==> src/rtl/pcmb_pkg.sv <==
// Shared types and constants of the pixel color math and brightness block.
// No dependencies; imported by every module of the block.
package pcmb_pkg;

	localparam int CH_W       = 5;
	localparam int NUM_CH     = 3;
	localparam int COLOR_W    = CH_W * NUM_CH;
	localparam int SRC_W      = 3;
	localparam int MASK_W     = 6;
	localparam int BRIGHT_W   = 4;
	localparam int CFG_IDX_W  = 3;
	localparam int CFG_DATA_W = 15;

	// source code of the backdrop / fixed color layer
	localparam logic [SRC_W-1:0] SRC_BACKDROP = 3'd5;

	typedef enum logic [CFG_IDX_W-1:0] {
		CFG_SUBTRACT  = 3'd0,
		CFG_USE_SUB   = 3'd1,
		CFG_HALVE     = 3'd2,
		CFG_MATH_MASK = 3'd3,
		CFG_FIXED     = 3'd4,
		CFG_BRIGHT    = 3'd5
	} cfg_idx_t;

	typedef struct packed {
		logic                subtract_mode;
		logic                use_sub_screen;
		logic                halve_enable;
		logic [MASK_W-1:0]   math_enable_mask;
		logic [COLOR_W-1:0]  fixed_color;
		logic [BRIGHT_W-1:0] brightness;
	} cfg_t;

endpackage

==> src/rtl/pcmb_mix.sv <==
// Color math for one pixel: window gating, sub pixel select, per-channel
// clamped add / subtract with optional halving. Depends on pcmb_pkg.
module pcmb_mix import pcmb_pkg::*; (
	input  cfg_t               cfg,
	input  logic [COLOR_W-1:0] main_color,
	input  logic [SRC_W-1:0]   main_source,
	input  logic [COLOR_W-1:0] sub_color,
	input  logic [SRC_W-1:0]   sub_source,
	input  logic               main_window_pass,
	input  logic               sub_window_pass,
	output logic [COLOR_W-1:0] pix
);

	logic [COLOR_W-1:0] main_m;
	logic [COLOR_W-1:0] sub_c;
	logic [COLOR_W-1:0] mixed;
	logic [7:0]         mask_ext;
	logic               enabled;
	logic               halve;

	assign main_m   = main_window_pass ? main_color : '0;
	assign sub_c    = cfg.use_sub_screen ? sub_color : cfg.fixed_color;
	// sources 6 and 7 have no mask bit
	assign mask_ext = {2'b00, cfg.math_enable_mask};
	assign enabled  = mask_ext[main_source];
	assign halve    = cfg.halve_enable && main_window_pass &&
			(!cfg.use_sub_screen || sub_source != SRC_BACKDROP);

	for (genvar i = 0; i < NUM_CH; i++) begin : g_ch
		logic [CH_W-1:0] a;
		logic [CH_W-1:0] b;
		logic [CH_W:0]   sum;
		logic [CH_W-1:0] diff;
		logic [CH_W:0]   raw;

		assign a    = main_m[i*CH_W +: CH_W];
		assign b    = sub_c[i*CH_W +: CH_W];
		assign sum  = {1'b0, a} + {1'b0, b};
		assign diff = (a > b) ? (a - b) : '0;
		assign raw  = cfg.subtract_mode ? {1'b0, diff} : sum;

		assign mixed[i*CH_W +: CH_W] = halve ? raw[CH_W:1] :
				(raw[CH_W] ? '1 : raw[CH_W-1:0]);
	end

	always_comb begin
		if (!main_window_pass && !sub_window_pass) begin
			pix = '0;
		end else if (enabled && sub_window_pass) begin
			pix = mixed;
		end else begin
			pix = main_m;
		end
	end

endmodule

==> src/rtl/pcmb_bright.sv <==
// Brightness scaling and red/blue swap of one 15-bit pixel.
// Per channel round(level*c/15) via a reciprocal; depends on pcmb_pkg.
module pcmb_bright import pcmb_pkg::*; (
	input  logic [BRIGHT_W-1:0] level,
	input  logic [COLOR_W-1:0]  color,
	output logic [COLOR_W-1:0]  pixel
);

	localparam int P_W    = BRIGHT_W + CH_W;
	localparam int RECIP_SH = 15;
	localparam int PROD_W = P_W + 12;

	for (genvar i = 0; i < NUM_CH; i++) begin : g_ch
		logic [P_W-1:0]    p;
		logic [P_W-1:0]    y;
		logic [PROD_W-1:0] prod;

		// (2*l*c + 15) / 30 == (l*c + 7) / 15
		assign p = P_W'(level) * P_W'(color[i*CH_W +: CH_W]);
		assign y = p + P_W'(7);
		// y * 2185 / 32768 stands in for y / 15 over the whole range of y
		assign prod = (PROD_W'(y) << 11) + (PROD_W'(y) << 7) + (PROD_W'(y) << 3)
				+ PROD_W'(y);
		// channel order reverses on output
		assign pixel[(NUM_CH-1-i)*CH_W +: CH_W] = prod[RECIP_SH +: CH_W];
	end

endmodule

==> src/rtl/pixel_color_math_brightness.sv <==
// Top level of the pixel color math and brightness block.
// Holds the config registers and both pipeline stages; uses pcmb_pkg,
// pcmb_mix and pcmb_bright.
//
//  channel   handshake          payload
//  -------   ----------------   ------------------------------------------
//  input     start / busy       main_color main_source sub_color sub_source
//                               main_window_pass sub_window_pass
//  result    done (strobe)      pixel_out
//  config    cfg_we             cfg_index cfg_data
//
// One pixel per cycle while busy is low. A taken pixel goes through the input
// register, then color math and brightness scaling into the result register,
// which drives pixel_out and done. busy is high during reset and until rdy_q
// is set after reset release, low otherwise.
// The receiver cannot stall; a result is valid for its single done cycle.
module pixel_color_math_brightness import pcmb_pkg::*; (
	input  logic                  clk,
	input  logic                  arst_n,
	input  logic                  start,
	output logic                  busy,
	input  logic [COLOR_W-1:0]    main_color,
	input  logic [SRC_W-1:0]      main_source,
	input  logic [COLOR_W-1:0]    sub_color,
	input  logic [SRC_W-1:0]      sub_source,
	input  logic                  main_window_pass,
	input  logic                  sub_window_pass,
	input  logic                  cfg_we,
	input  logic [CFG_IDX_W-1:0]  cfg_index,
	input  logic [CFG_DATA_W-1:0] cfg_data,
	output logic                  done,
	output logic [COLOR_W-1:0]    pixel_out
);

	cfg_t               cfg_q;
	logic               rdy_q;
	logic               valid_s1;
	logic [COLOR_W-1:0] main_color_s1;
	logic [SRC_W-1:0]   main_source_s1;
	logic [COLOR_W-1:0] sub_color_s1;
	logic [SRC_W-1:0]   sub_source_s1;
	logic               mwin_s1;
	logic               swin_s1;
	logic               done_s2;
	logic [COLOR_W-1:0] pixel_s2;
	logic [COLOR_W-1:0] mix_pix;
	logic [COLOR_W-1:0] scaled;
	logic               take;

	assign busy = !rdy_q;
	assign take = start && rdy_q;

	always_ff @(posedge clk or negedge arst_n) begin
		if (!arst_n) begin
			cfg_q <= '0;
		end else if (cfg_we) begin
			case (cfg_index)
				CFG_SUBTRACT:  cfg_q.subtract_mode    <= cfg_data[0];
				CFG_USE_SUB:   cfg_q.use_sub_screen   <= cfg_data[0];
				CFG_HALVE:     cfg_q.halve_enable     <= cfg_data[0];
				CFG_MATH_MASK: cfg_q.math_enable_mask <= cfg_data[MASK_W-1:0];
				CFG_FIXED:     cfg_q.fixed_color      <= cfg_data[COLOR_W-1:0];
				CFG_BRIGHT:    cfg_q.brightness       <= cfg_data[BRIGHT_W-1:0];
				default: ;
			endcase
		end
	end

	always_ff @(posedge clk or negedge arst_n) begin
		if (!arst_n) begin
			rdy_q    <= 1'b0;
			valid_s1 <= 1'b0;
			done_s2  <= 1'b0;
		end else begin
			rdy_q    <= 1'b1;
			valid_s1 <= take;
			done_s2  <= valid_s1;
		end
	end

	always_ff @(posedge clk) begin
		if (take) begin
			main_color_s1  <= main_color;
			main_source_s1 <= main_source;
			sub_color_s1   <= sub_color;
			sub_source_s1  <= sub_source;
			mwin_s1        <= main_window_pass;
			swin_s1        <= sub_window_pass;
		end
		if (valid_s1) begin
			pixel_s2 <= scaled;
		end
	end

	pcmb_mix u_mix (
		.cfg              (cfg_q),
		.main_color       (main_color_s1),
		.main_source      (main_source_s1),
		.sub_color        (sub_color_s1),
		.sub_source       (sub_source_s1),
		.main_window_pass (mwin_s1),
		.sub_window_pass  (swin_s1),
		.pix              (mix_pix)
	);

	pcmb_bright u_bright (
		.level (cfg_q.brightness),
		.color (mix_pix),
		.pixel (scaled)
	);

	assign done      = done_s2;
	assign pixel_out = pixel_s2;

endmodule

==> config.mk <==
export PLATFORM = sky130hd
export DESIGN_NAME = pixel_color_math_brightness
export DESIGN_NICKNAME = d
export VERILOG_FILES = /design/src/rtl/pcmb_pkg.sv /design/src/rtl/pcmb_mix.sv /design/src/rtl/pcmb_bright.sv /design/src/rtl/pixel_color_math_brightness.sv
export SDC_FILE = /design/constraint.sdc
export NUM_CORES = 1
export LEC_CHECK = 0
export ABC_AREA = 1
export BUFFER_PORTS_ARGS = -buffer_cell sky130_fd_sc_hd__buf_4
export CAP_MARGIN = 10
export CORE_MARGIN = 5
export CORE_UTILIZATION = 35
export DETAILED_ROUTE_END_ITERATION = 12
export PLACE_DENSITY = 0.52
export SYNTH_ARGS = -nofsm -noshare
export SYNTH_HDL_FRONTEND = slang
export SYNTH_SLANG_ARGS = --single-unit
==> constraint.sdc <==
create_clock -name clk -period 14.1 [get_ports clk]
set_input_delay 3.525 -clock clk [delete_from_list [all_inputs] [get_ports clk]]
set_output_delay 3.525 -clock clk [all_outputs]
set_load 0.01 [all_outputs]
# Word level (Yosys, flattened, before mapping)

Index checks and enable logic that the tools add are counted.

Input bits: 60
Bits in read-only memories: 0
Logic and storage cells: 82
Bits in latches: 0
Bits in writable memories: 0
Output and inout port bits: 17
Memories: 0
Register bits: 84

$lt $le $gt $ge: 4
Eq/ne operators: 6
$mul: 3
Reduce and logical (&&, ||, !) cells: 17
Add/sub/neg operators: 18
Mux-type cells: 18
Shift operators: 0
Div/mod/pow operators: 0
Bitwise logic cells: 0

Operators by type and width:

| operator                                                    | number |
|---|---|
| adder 20 x 12 -> 20 bit                                     | 3 |
| adder 20 x 16 -> 20 bit                                     | 3 |
| adder 20 x 9 -> 20 bit                                      | 3 |
| two-way mux 15 bit                                          | 4 |
| two-way mux 5 bit                                           | 9 |
| adder 9 x 3 -> 9 bit (second input constant)                | 3 |
| multiplier 4 x 5 -> 9 bit                                   | 3 |
| adder 5 x 5 -> 6 bit                                        | 3 |
| two-way mux 6 bit                                           | 3 |
| > comparator 5 bit                                          | 3 |
| subtractor 5 bit                                            | 3 |
| AND reduction 2 bit                                         | 6 |
| equality test 3 x 2 -> 1 bit (second input constant)        | 2 |
| equality test 3 bit (second input constant)                 | 2 |
| logical AND 1 bit                                           | 5 |
| zero test 1 bit                                             | 4 |
| less-than comparator 3 x 4 -> 1 bit (second input constant) | 1 |
| binary-select mux 1 bit (select 3 bit)                      | 1 |
| equality test 3 x 1 -> 1 bit (second input constant)        | 1 |
| zero test 3 bit                                             | 1 |
| inequality test 3 bit (second input constant)               | 1 |
| logical OR 1 bit                                            | 1 |
| two-way mux 1 bit                                           | 1 |

# Depth between registers and ports, before layout

Gate-level depths: netlist (run 1).

Word-level depth: 13
Mapped depth: 45
Mapped depth without buffers: 43

# Hierarchy

A second synthesis (run 1) with hierarchy kept.

Cell total of the unflattened synthesis: 1297
Area, all modules: 9317.7 µm²

By module, submodules not included:

| module                      | cells each | area an instance (µm²) | sequential area each (µm²) | instances |
|---|---|---|---|---|
| pcmb_bright                 | 672        | 4241.6                 | 0.0                        | 1 |
| pixel_color_math_brightness | 197        | 2841.5                 | 2367.3                     | 1 |
| pcmb_mix                    | 428        | 2234.6                 | 0.0                        | 1 |

# Worst setup path before layout (run 1)

No wires, ideal clock.

Kind: register to register
Start point: register cfg_q[26] (netlist name)
End point: register pixel_s2[12], in the netlist pixel_out[12] (data pin)
Buffers on the path: 1
Arrival time: 6.664 ns
Period minus slack after synthesis: 6.926 ns
Stages on the path, launching flop included: 36
Setup time: 0.262 ns
Setup slack: 7.174 ns
Required time: 13.838 ns
Cells stage by stage: dfrtp_1 > inv_2 > clkbuf_1 > or2_2 > o21ai_0 > inv_1 > fa_1 > o21ai_0 > a21oi_1 > xor2_1 > o21ai_0 > o21ai_0 > nand2_1 > o21ai_0 > nand2_1 > o21ai_0 > inv_1 > nand2_1 > fa_1 > inv_1 > fa_1 > ha_1 > ha_1 > a21oi_1 > o21bai_1 > a21oi_1 > o21bai_1 > xor2_1 > inv_1 > fa_1 > ha_1 > nand4_1 > nor3_1 > a2111oi_0 > nand2_2 > xor2_1

Word-level cells in the longest chain between the ends: 13
Elaborated cells between the ends (all ways): 18
Classes of those cells: 6 x add/sub; 1 x mul; 1 x order compare; 7 x mux; 3 x reduce/logical

Ends and longest elaborated chain:

| what                                                          | line                              | source |
|---|---|---|
| from (decl)                                                   | pixel_color_math_brightness.sv:35 | `cfg_t cfg_q;` |
| two-way mux 15 bit                                            | pcmb_mix.sv:22                    | `assign sub_c = cfg.use_sub_screen ? sub_color : cfg.fixed_color;` |
| subtractor 5 bit / > comparator 5 bit (equally long branches) | pcmb_mix.sv:39                    | `assign diff = (a > b) ? (a - b) : '0;` |
| two-way mux 5 bit                                             | pcmb_mix.sv:39                    |  |
| two-way mux 6 bit                                             | pcmb_mix.sv:40                    | `assign raw = cfg.subtract_mode ? {1'b0, diff} : sum;` |
| two-way mux 5 bit                                             | pcmb_mix.sv:43                    | `(raw[CH_W] ? '1 : raw[CH_W-1:0]);` |
| two-way mux 5 bit *                                           | pcmb_mix.sv:42                    | `assign mixed[i*CH_W +: CH_W] = halve ? raw[CH_W:1] :` |
| two-way mux 15 bit *                                          | pcmb_mix.sv:49                    | `end else if (enabled && sub_window_pass) begin` |
| two-way mux 15 bit *                                          | pcmb_mix.sv:47                    | `if (!main_window_pass && !sub_window_pass) begin` |
| multiplier 4 x 5 -> 9 bit *                                   | pcmb_bright.sv:19                 | `assign p = P_W'(level) * P_W'(color[i*CH_W +: CH_W]);` |
| adder 9 x 3 -> 9 bit *                                        | pcmb_bright.sv:20                 | `assign y = p + P_W'(7);` |
| adder 20 x 16 -> 20 bit                                       | pcmb_bright.sv:22                 | `assign prod = (PROD_W'(y) << 11) + (PROD_W'(y) << 7) + (PROD_W'(y) << 3)` |
| adder 20 x 12 -> 20 bit                                       | pcmb_bright.sv:22                 |  |
| adder 20 x 9 -> 20 bit *                                      | pcmb_bright.sv:23                 | `+ PROD_W'(y);` |
| via scaled[12]                                                | pixel_color_math_brightness.sv:47 | `logic [COLOR_W-1:0] scaled;` |
| to (signal assigned)                                          | pixel_color_math_brightness.sv:91 | `pixel_s2 <= scaled;` |
| to (decl)                                                     | pixel_color_math_brightness.sv:45 | `logic [COLOR_W-1:0] pixel_s2;` |

Mark *: on every way through the listed nets, which the timed path passes. The rest lies on a longest branch.
A chain may end at the register's enable or synchronous reset.

# Final worst setup path (run 1)

Ends and elaborated chain as after synthesis.

==> metrics.md, run 1 <==
| Metric | Value |
|---|---|
| Layout area overhead | `13.7%` |
| GRT Util Overall | `0.141` |
| Synth warn | `0` |
| Synth Area in Adders | `0.278` |
| First-pass GRT wire length | `33400 um` |
| Maximum vdd drop | `65.4 uV` |
| Setup WS pre-CTS | `5.93 ns` |
| Largest cells by area after synthesis | `ha_1 (19%), edfxtp_1 (18%), fa_1 (8.9%)` |
| Main synth FF type | `edfxtp_1` |
| Port Buffers | `76` |
| Slew Limit Fails | `0` |
| Clk_skew | `0.0115 ns` |
| Status | `completed` |
| WP data required | `14.19 ns` |
| Initial Utilization | `0.358` |
| Hold WC Path Type | `reg2reg` |
| Static leakage | `5.10 nW` |
| Tcrit/Tclk final | `0.578` |
| Fillcell total | `2505` |
| Mapped Nets | `1294` |
| DRC | `0` |
| Register bit total from synthesis | `84` |
| Seq/Total Area, Yosys | `0.271` |
| Rows | `57` |
| CP Launch Type | `register` |
| Die area | `28300 um2` |
| Io pins | `77` |
| Largest family of logic cells by synthesized area | `adder cells` |
| TNS Setup | `0 ns` |
| Xor and xnor fraction of the mapped netlist area | `0.0418` |
| Finished Cell Area | `9950 um2` |
| CP Capture Type | `register` |
| Slew headroom | `0.487` |
| CTS clk-pin slew, worst paths | `0.07 ns` |
| Synthesized area per cell | `8.23 um2` |
| Async S/R FF share, synth | `0.369` |
| Post-synth top area share | `0.189` |
| Cell Area, Placed | `9630 um2` |
| Inserted Clock Buffers | `9` |
| Pin count of the biggest net entering global routing | `40` |
| Via count | `6860` |
| Yosys top cell by area | `ha_1` |
| Register Area | `2370 um2` |
| H-tree depth | `3` |
| Netlist Area Pre-Place | `8750 um2` |
| Final WL | `19400 um` |
| Slowest Stage Delay on Critical Path | `0.64 ns` |
| Clock sink count | `84` |
| Mux contribution to synthesized area | `0.0116` |
| Slowest-stage cell, CP | `dfrtp_1` |
| Kind of critical path | `reg2reg` |
| Pre-Repair DR Iteration Count | `4` |
| Count of cell types in the netlist | `49` |
| # nets final | `1362` |
| Fin. Hold Viols | `0` |
| DR iter-0 viols | `231` |
| Post-synth top cells | `nand2_1 (202), inv_1 (178), ha_1 (132)` |
| Placed Cells | `1444` |
| Post-Syn Instances | `1063` |
| Worst skew pair latency | `0.35 ns` |
| # setup viols final | `0` |
| CP most frequent cell | `o21ai_0` |
| Layout cells sized above 1 | `0.135` |
| Post-synth EDFFs | `53` |
| N_diodes | `0` |
| Final min period | `8.14 ns` |
| Gpl congestion | `0.889` |
| PnR worst setup slack | `5.96 ns` |
| PwrDens | `164 nW/um2` |
| Vias in the first global route | `6943` |
| Most frequent cell after synthesis | `nand2_1` |
| CTS tree | `built` |
| CP max FO | `17` |
| Vias per std cell | `4.70` |
| Final Util | `0.407` |
| # Post-CTS Setup Buffers | `0` |
| Tightest Pin Transition | `0.770 ns` |
| RSZ-0062 raised after global routing | `false` |
| # Max-Cap Violations | `0` |
| Non-Filler Instances | `1460` |
| Clock Path Buffers | `2` |
| Initial antenna violation count | `0` |
| CP arrival | `8.24 ns` |
| Core ar. | `24500 um2` |
| Post-CTS Resized | `0` |
| Compound-Gate Fraction of Synth Area | `0.120` |
| # hold bufs at CTS | `0` |
| Max frequency | `0.123 GHz` |
| R2R setup slack | `5.96 ns` |
| Drt wl/cell | `13.3 um` |
| Synth Area in Simple Gates | `0.187` |
| Die X | `168 um` |
| Area of the multi-input gates | `5590 um2` |
| Global route overflow | `0` |
| Die Y | `168 um` |
| CTS root buffer | `clkbuf_16` |
| Dpl hpwl | `16300 um` |
| Routed Antenna Nets | `0` |
sequential cells by signal, summed over array words and instances (netlist names):
signal	count
swin_s1	1
main_source_s1	3
main_color_s1	15
sub_source_s1	3
mwin_s1	1
sub_color_s1	15
valid_s1	1
rdy_q	1
done	1
cfg_q	28
pixel_out	15
routing by layer:
layer | wire (um) | track usage
met5 | 0 | 0
met4 | 273 | 0.0303
met3 | 716 | 0.0267
met1 | 9710 | 0.197
met2 | 8720 | 0.229
stage by stage:
stage	power, mW	hold slack [ns]
floorplan	1.14	0.448
global placement	1.38	0.473
detailed placement	1.38	0.481
CTS	1.65	0.497
global route	1.84	0.521
finish	1.63	0.497
final cells by class:
class | instances | area share
Multi-Input combinational cell | 776 | 0.562
Sequential cell | 84 | 0.238
Inverter | 183 | 0.0693
Timing Repair Buffer | 77 | 0.0581
Tap cell | 324 | 0.0408
Clock buffer | 9 | 0.0226
Clock inverter | 7 | 0.00943
layout by cell type, fill, tap and decap left out, types with 11 or more instances in the layout:
cell and instances:
fa_1 39, a21oi_1 71, o21ai_0 68, nand2_1 202, xor2_1 29, buf_4 77, nand2_2 11, nand3_1 44
dfrtp_1 31, ha_1 132, nor2_1 57, inv_1 178, or2_2 18, edfxtp_1 53
cells by family (layout without fill, tap and decap cells):
group                      after synthesis  count (layout)
AOI/OAI and AO/OA                      186             186
xor gates and xnor gates                40              40
adders and majority gates              171             171
buffers and inverters                  203             276
DFF                                     84              84
muxes                                    9               9
other                                    1               1
and+or+nand+nor                        369             369
worst paths after layout:
kind                                            to  cells past startpoint                  start
min in group asynchronous          rdy_q$_DFF_PN0_                      1                 arst_n
hold reg to reg              cfg_q[19]$_DFFE_PN0P_                      2  cfg_q[19]$_DFFE_PN0P_
setup / recovery           pixel_out[12]$_DFFE_PP_                     34  cfg_q[26]$_DFFE_PN0P_
max in group asynchronous    cfg_q[10]$_DFFE_PN0P_                      1                 arst_n
hold / removal               cfg_q[19]$_DFFE_PN0P_                      2  cfg_q[19]$_DFFE_PN0P_
setup reg to reg           pixel_out[12]$_DFFE_PP_                     34  cfg_q[26]$_DFFE_PN0P_
critical path, delay by kind of cell, from the launching register on:
family,cells,cell delay [ns]
adders and majority gates,7,2.81
AOI/OAI and AO/OA,12,2.14
and+or+nand+nor,7,1.01
buffers and inverters,5,0.75
DFF,1,0.64
xor gates and xnor gates,3,0.52
power by group:
| part | total, mW | switching [mW] | internal [mW] |
|---|---|---|---|
| registers | 0.334 | 0.0275 | 0.307 |
| clock network | 0.257 | 0.114 | 0.142 |
| logic | 1.04 | 0.623 | 0.418 |
| total | 1.63 | 0.764 | 0.867 |
Note: power is estimated with default switching activity, not from simulation.
==> run 2, diff against run 1 <==
--- a/config.mk
+++ b/config.mk
@@ -11,7 +11,7 @@
 export CORE_MARGIN = 5
 export CORE_UTILIZATION = 35
 export DETAILED_ROUTE_END_ITERATION = 12
-export PLACE_DENSITY = 0.52
+export PLACE_DENSITY = 0.53
 export SYNTH_ARGS = -nofsm -noshare
 export SYNTH_HDL_FRONTEND = slang
 export SYNTH_SLANG_ARGS = --single-unit
==> constraint.sdc (replaced) <==
create_clock -name clk -period 6.75 [get_ports clk]
set_input_delay 1.6875 -clock clk [delete_from_list [all_inputs] [get_ports clk]]
set_output_delay 1.6875 -clock clk [all_outputs]
set_load 0.01 [all_outputs]
==> metrics.md, run 2 (synthesis results as in run 1) <==
| Metric | Value |
|---|---|
| Clock Path Buffers | `2` |
| Status | `finished with violations` |
| Failing checks | `setup timing` |
| Final WL | `22300 um` |
| Die X | `168 um` |
| RSZ-0062 raised after global routing | `true` |
| Worst skew pair latency | `0.35 ns` |
| WP data required | `6.85 ns` |
| Max reg flops | `28` |
| Hold WC Path Type | `reg2reg` |
| Vias per std cell | `4.57` |
| Via count | `7800` |
| Pre-Repair DR Iteration Count | `5` |
| CP arrival | `6.92 ns` |
| N_diodes | `0` |
| Initial Utilization | `0.358` |
| CTS clk-pin slew, worst paths | `0.07 ns` |
| Static leakage | `6.40 nW` |
| Hold depth | `2` |
| Maximum vdd drop | `166 uV` |
| # hold bufs at CTS | `0` |
| Clock sink count | `84` |
| CTS tree | `built` |
| Inserted Clock Buffers | `9` |
| CTS root buffer | `clkbuf_16` |
| # setup viols final | `9` |
| Pin count of the biggest net entering global routing | `33` |
| Port Buffers | `76` |
| GRT Util Overall | `0.151` |
| Reg2Reg Depth | `37` |
| Die Y | `168 um` |
| TNS Setup | `-0.315 ns` |
| Setup WS pre-CTS | `-0.591 ns` |
| Fin. Hold Viols | `0` |
| Slowest-stage cell, CP | `fa_2` |
| Gpl congestion | `0.877` |
| Layout area overhead | `50.0%` |
| Kind of critical path | `reg2reg` |
| Slew Limit Fails | `0` |
| Commonest cells after routing, fill and taps aside | `buf_4 (304), nand2_1 (171), inv_1 (155)` |
| R2R setup slack | `-0.07 ns` |
| Drt wl/cell | `13.1 um` |
| Io pins | `77` |
| DRC | `0` |
| WHS Endpoint | `cfg_q[21]$_DFFE_PN0P_` |
| Rows | `57` |
| # nets final | `1607` |
| Cell Area, Placed | `11100 um2` |
| First-pass GRT wire length | `36100 um` |
| Global route overflow | `0` |
| Minimum hold slack | `0.493 ns` |
| Reg2Reg Capture Point | `pixel_out[14]$_DFFE_PP_` |
| Commonest non-fill, non-tap cell in the layout | `buf_4` |
| Max frequency | `0.147 GHz` |
| Vias in the first global route | `7863` |
| Layout cells sized above 1 | `0.444` |
| PwrDens | `370 nW/um2` |
| Final min period | `6.82 ns` |
| CP most frequent cell | `ha_4` |
| PnR worst setup slack | `-0.0712 ns` |
| Delay-heaviest family, CP | `adder cells` |
| Dpl hpwl | `17100 um` |
| CP Buf/Inv Count | `6` |
| Clk_skew | `0.0142 ns` |
| H-tree depth | `3` |
| DR iter-0 viols | `209` |
| Tcrit/Tclk final | `1.01` |
| Slowest Stage Delay on Critical Path | `0.59 ns` |
| CP Launch Type | `register` |
| Slew headroom | `0.495` |
| Tightest Pin Transition | `0.755 ns` |
| CP Capture Type | `register` |
| Core ar. | `24500 um2` |
| Largest Register | `cfg_q` |
| Die area | `28300 um2` |
| # Max-Cap Violations | `0` |
| Initial antenna violation count | `0` |
| Reg2Reg Launch Point | `cfg_q[26]$_DFFE_PN0P_` |
| Min-Delay Startpoint | `cfg_q[21]$_DFFE_PN0P_` |
| Routed Antenna Nets | `0` |
| Finished Cell Area | `13100 um2` |
| CP max FO | `7` |
run 2: cell types whose count changed in the layout (fill, tap and decap cells not counted), moves of 14 or more:
cell / before / now
a21oi_1: 71 / 42
a21oi_2: 3 / 30
buf_4: 77 / 304
buf_6: 0 / 18
ha_1: 132 / 85
ha_4: 0 / 44
inv_1: 178 / 155
inv_2: 3 / 24
nand2_1: 202 / 171
nand2_2: 11 / 34
nor2_1: 57 / 43
o21ai_0: 68 / 30
o21ai_2: 0 / 16
run 2: area by class of cell:
class	count	area [um2]
Tap cell	324	405
Fill cell	2255	11300
Clock buffer	9	225
Inverter	183	694
Sequential cell	84	2370
Clock inverter	7	67.6
Timing Repair Buffer	322	2480
Multi-Input combinational cell	776	6880
run 2: worst reg2reg max path: cells and delay by family (launching register included):
kind	cells	cell delay [ns]
fa+ha+maj	8	2.94
simple gates	12	1.21
compound gates	9	1.12
buf+inv	6	0.57
flops	1	0.42
xor+xnor	2	0.34
run 2: what timing repair did:
| action | CTS | global route |
|---|---|---|
| gates resized for setup | 155 | 154 |
| buffers inserted | 33 | 27 |
| gates cloned | 1 | 0 |
| pin swaps | 77 | 127 |
| hold endpoints to repair | 0 | 0 |
| endpoints found under the setup margin | 15 | 15 |
run 2: worst max-delay path by stage:
| stage | startpoint | end | slack [ns] | cells past startpoint |
|---|---|---|---|---|
| 3_5_place_dp | cfg_q[26]$_DFFE_PN0P_ | pixel_out[4]$_DFFE_PP_ | -0.59 | 40 |
| 2_1_floorplan | cfg_q[26]$_DFFE_PN0P_ | pixel_out[12]$_DFFE_PP_ | -0.007 | 35 |
| 5_1_grt | cfg_q[26]$_DFFE_PN0P_ | pixel_out[4]$_DFFE_PP_ | -0.46 | 45 |
| 3_3_place_gp | cfg_q[26]$_DFFE_PN0P_ | pixel_out[4]$_DFFE_PP_ | -0.56 | 41 |
| 6_report | cfg_q[26]$_DFFE_PN0P_ | pixel_out[14]$_DFFE_PP_ | -0.07 | 37 |
| 4_1_cts | cfg_q[26]$_DFFE_PN0P_ | pixel_out[3]$_DFFE_PP_ | -0.06 | 44 |
run 2: report_power, final:
part | switching, mW | internal, mW | leakage [nW]
registers | 0.0555 | 0.641 | 0.882
clock network | 0.244 | 0.258 | 0.133
logic | 1.82 | 1.84 | 5.38
run 2: metal layers:
metal / up-vias / GRT usage / part of all wire
li1: 4112 / - / -
met1: 3551 / 0.195 / 0.45
met2: 109 / 0.271 / 0.51
met3: 28 / 0.0209 / 0.029
met4: 0 / 0.0339 / 0.016
met5: - / 0 / 0
run 2: through the flow:
stage / power [mW] / util / cells
finish: 4.85 / 0.536 / 1705
global route: 5.31 / 0.536 / 1705
CTS: 4.34 / 0.501 / 1681
detailed placement: 3.47 / 0.453 / 1633
global placement: 3.47 / 0.453 / 1633
floorplan: 2.39 / - / 1063
==> run 3, diff against run 2 <==
--- a/config.mk
+++ b/config.mk
@@ -5,13 +5,12 @@
 export SDC_FILE = /design/constraint.sdc
 export NUM_CORES = 1
 export LEC_CHECK = 0
-export ABC_AREA = 1
 export BUFFER_PORTS_ARGS = -buffer_cell sky130_fd_sc_hd__buf_4
 export CAP_MARGIN = 10
 export CORE_MARGIN = 5
 export CORE_UTILIZATION = 35
 export DETAILED_ROUTE_END_ITERATION = 12
-export PLACE_DENSITY = 0.53
+export PLACE_DENSITY = 0.54
 export SYNTH_ARGS = -nofsm -noshare
 export SYNTH_HDL_FRONTEND = slang
 export SYNTH_SLANG_ARGS = --single-unit
==> metrics.md, run 3 <==
| Metric | Value |
|---|---|
| Die X | `166 um` |
| Inserted Clock Buffers | `9` |
| Die Y | `166 um` |
| CP Capture Type | `register` |
| Synth Area in Simple Gates | `0.125` |
| Largest family of logic cells by synthesized area | `adder cells` |
| Layout cells sized above 1 | `0.437` |
| Static leakage | `5.54 nW` |
| Failing checks | `setup timing` |
| Largest cells by area after synthesis | `ha_1 (19%), edfxtp_1 (19%), fa_1 (9.2%)` |
| Yosys top cell by area | `ha_1` |
| Core ar. | `24100 um2` |
| Slew Limit Fails | `0` |
| Mapped Nets | `1088` |
| Slew headroom | `0.366` |
| CP max FO | `5` |
| Clock sink count | `84` |
| Kind of critical path | `reg2reg` |
| Initial Utilization | `0.352` |
| Commonest non-fill, non-tap cell in the layout | `buf_4` |
| # setup viols final | `15` |
| Max reg flops | `28` |
| # hold bufs at CTS | `0` |
| Clock Path Buffers | `2` |
| DRC | `0` |
| CP Launch Type | `register` |
| Hold WC Path Type | `reg2reg` |
| Tightest Pin Transition | `0.950 ns` |
| NetSw | `2.46 mW` |
| Vias per std cell | `4.88` |
| WP data required | `6.86 ns` |
| Maximum vdd drop | `198 uV` |
| CP arrival | `7.19 ns` |
| Io pins | `77` |
| Final min period | `7.08 ns` |
| Power Total | `5.68 mW` |
| Layout area overhead | `45.5%` |
| N_diodes | `0` |
| R2R setup slack | `-0.33 ns` |
| Top sig layer | `met4` |
| M1 WL | `10100 um` |
| Netlist Area Pre-Place | `8490 um2` |
| CTS clk-pin slew, worst paths | `0.08 ns` |
| Fillcell total | `2248` |
| RSZ-0062 raised after global routing | `true` |
| Hold depth | `1` |
| Die area | `27500 um2` |
| Xor and xnor fraction of the mapped netlist area | `0.0423` |
| Internal power | `3.22 mW` |
| Routed Antenna Nets | `0` |
| CP most frequent cell | `ha_4` |
| Clock network fraction of total power | `0.091` |
| Rows | `57` |
| Tcrit/Tclk final | `1.05` |
| # nets final | `1353` |
| Combinational fraction of design power | `0.778` |
| Drt wl/cell | `14.9 um` |
| Routed met2 length | `10800 um` |
| Reg2Reg Depth | `32` |
| DR iter-0 viols | `312` |
| Setup WS pre-CTS | `-0.658 ns` |
| WL met3 | `532 um` |
| Synthesized area per cell | `9.91 um2` |
| CTS tree | `built` |
| Gpl congestion | `0.860` |
| Commonest cells after routing, fill and taps aside | `buf_4 (262), ha_1 (95), inv_1 (90)` |
| Dpl hpwl | `16600 um` |
| Status | `finished with violations` |
| # Max-Cap Violations | `0` |
| Reg2Reg Capture Point | `pixel_out[9]$_DFFE_PP_` |
| Min-Delay Startpoint | `cfg_q[22]$_DFFE_PN0P_` |
| Post-synth top cells | `ha_1 (132), inv_1 (96), nand2_1 (72)` |
| Largest Register | `cfg_q` |
| Pre-Repair DR Iteration Count | `4` |
| Post-synth top area share | `0.195` |
| Via count | `7087` |
| Pin count of the biggest net entering global routing | `40` |
| PnR worst setup slack | `-0.332 ns` |
| Compound-Gate Fraction of Synth Area | `0.155` |
| Initial antenna violation count | `0` |
| Final WL | `21600 um` |
| Main synth FF type | `edfxtp_1` |
| Synth Area in Adders | `0.287` |
| Fin. Hold Viols | `0` |
| WHS Endpoint | `cfg_q[22]$_DFFE_PN0P_` |
| Register bit total from synthesis | `84` |
| Post-Syn Instances | `857` |
| H-tree depth | `3` |
| Most frequent cell after synthesis | `ha_1` |
| Async S/R FF share, synth | `0.369` |
| Reg2Reg Launch Point | `cfg_q[26]$_DFFE_PN0P_` |
| Vias in the first global route | `7260` |
| PwrDens | `460 nW/um2` |
| Clk_skew | `0.0126 ns` |
| Slowest-stage cell, CP | `fa_1` |
| Slowest Stage Delay on Critical Path | `0.54 ns` |
| Post-synth EDFFs | `53` |
| Seq/Total Area, Yosys | `0.279` |
| CTS root buffer | `clkbuf_16` |
| Worst skew pair latency | `0.35 ns` |
| Mux contribution to synthesized area | `0.0592` |
| First-pass GRT wire length | `35300 um` |
| Synth warn | `0` |
| Reg power frac | `0.130` |
| Port Buffers | `76` |
| Count of cell types in the netlist | `72` |
| GRT Util Overall | `0.152` |
| Global route overflow | `0` |
| Switching Fraction | `0.433` |
| Max frequency | `0.141 GHz` |
-- run 3: cell types whose count changed after synthesis, moves of 11 or more --
cell	previous run	this run
a21o_1	3	16
a21oi_1	71	47
and2_1	7	41
inv_1	178	96
mux2_2	9	32
mux2i_1	0	12
nand2_1	202	72
nand2_2	11	0
nand3_1	44	18
nor2_1	57	30
o21ai_0	68	17
or2_2	18	2
xnor2_1	9	36
xor2_1	29	5
-- run 3: how the worst max path moves through the flow --
stage	endpoint	start	cells past startpoint
2_1_floorplan	pixel_out[9]$_DFFE_PP_	cfg_q[26]$_DFFE_PN0P_	32
3_3_place_gp	pixel_out[9]$_DFFE_PP_	cfg_q[26]$_DFFE_PN0P_	31
3_5_place_dp	pixel_out[9]$_DFFE_PP_	cfg_q[26]$_DFFE_PN0P_	33
4_1_cts	pixel_out[3]$_DFFE_PP_	cfg_q[26]$_DFFE_PN0P_	30
5_1_grt	pixel_out[9]$_DFFE_PP_	cfg_q[26]$_DFFE_PN0P_	32
6_report	pixel_out[9]$_DFFE_PP_	cfg_q[26]$_DFFE_PN0P_	32
-- run 3: cells by family after synthesis --
group / after synthesis
AND/OR/NAND/NOR: 213
AO/OA/AOI/OAI: 186
adder cells (fa/ha/maj): 171
buffers and inverters: 116
flip-flops: 84
multiplexers: 45
XOR/XNOR: 41
other: 1
-- run 3: cell type report --
cell class / count / area, um2 / area share
Multi-Input combinational cell: 657 / 6780 / 0.549
Tap cell: 324 / 405 / 0.0328
Timing Repair Buffer: 272 / 2130 / 0.172
Inverter: 98 / 368 / 0.0298
Clock inverter: 7 / 73.8 / 0.00598
Sequential cell: 84 / 2370 / 0.192
Clock buffer: 9 / 225 / 0.0182
-- run 3: power groups by stage --
stage	clock [mW]	sequential, mW	combinational [mW]
floorplan	0	0.729	2.22
global placement	0	0.748	3.46
detailed placement	0	0.749	3.49
CTS	0.540	0.741	3.90
global route	0.559	0.750	4.93
finish	0.519	0.739	4.42
-- run 3: what timing repair did --
item	4_1_cts	5_1_grt
endpoints found under the setup margin	15	15
endpoints found under the hold margin	0	0
resized for setup	76	84
pin swaps	61	80
gates cloned	1	0
setup buffers	18	9
-- run 3: critical path, delay by kind of cell, from the launching register on --
| kind | cells | cell delay, ns |
|---|---|---|
| compound gates | 14 | 2.68 |
| xor+xnor | 2 | 0.22 |
| fa+ha+maj | 7 | 2.37 |
| buf+inv | 4 | 0.47 |
| flops | 1 | 0.43 |
| mux | 1 | 0.21 |
| simple gates | 4 | 0.44 |
-- run 3: through the flow --
| stage | TNS [ns] | hold WS [ns] | cell area (um2) | util | std cells |
|---|---|---|---|---|---|
| floorplan | -0.325 | 0.474 | 8830 | - | 857 |
| global placement | -5.33 | 0.485 | 11000 | 0.456 | 1408 |
| detailed placement | -6.33 | 0.489 | 11000 | 0.456 | 1408 |
| CTS | -2.68 | 0.508 | 11800 | 0.491 | 1442 |
| global route | -7.87 | 0.519 | 12400 | 0.512 | 1451 |
| finish | -3.02 | 0.511 | 12400 | 0.512 | 1451 |
-- run 3: routing by layer --
metal / global-route usage / up-vias
met1: 0.207 / 3401
met5: 0 / -
met2: 0.261 / 83
li1: - / 3587
met4: 0.0240 / 0
met3: 0.0240 / 16
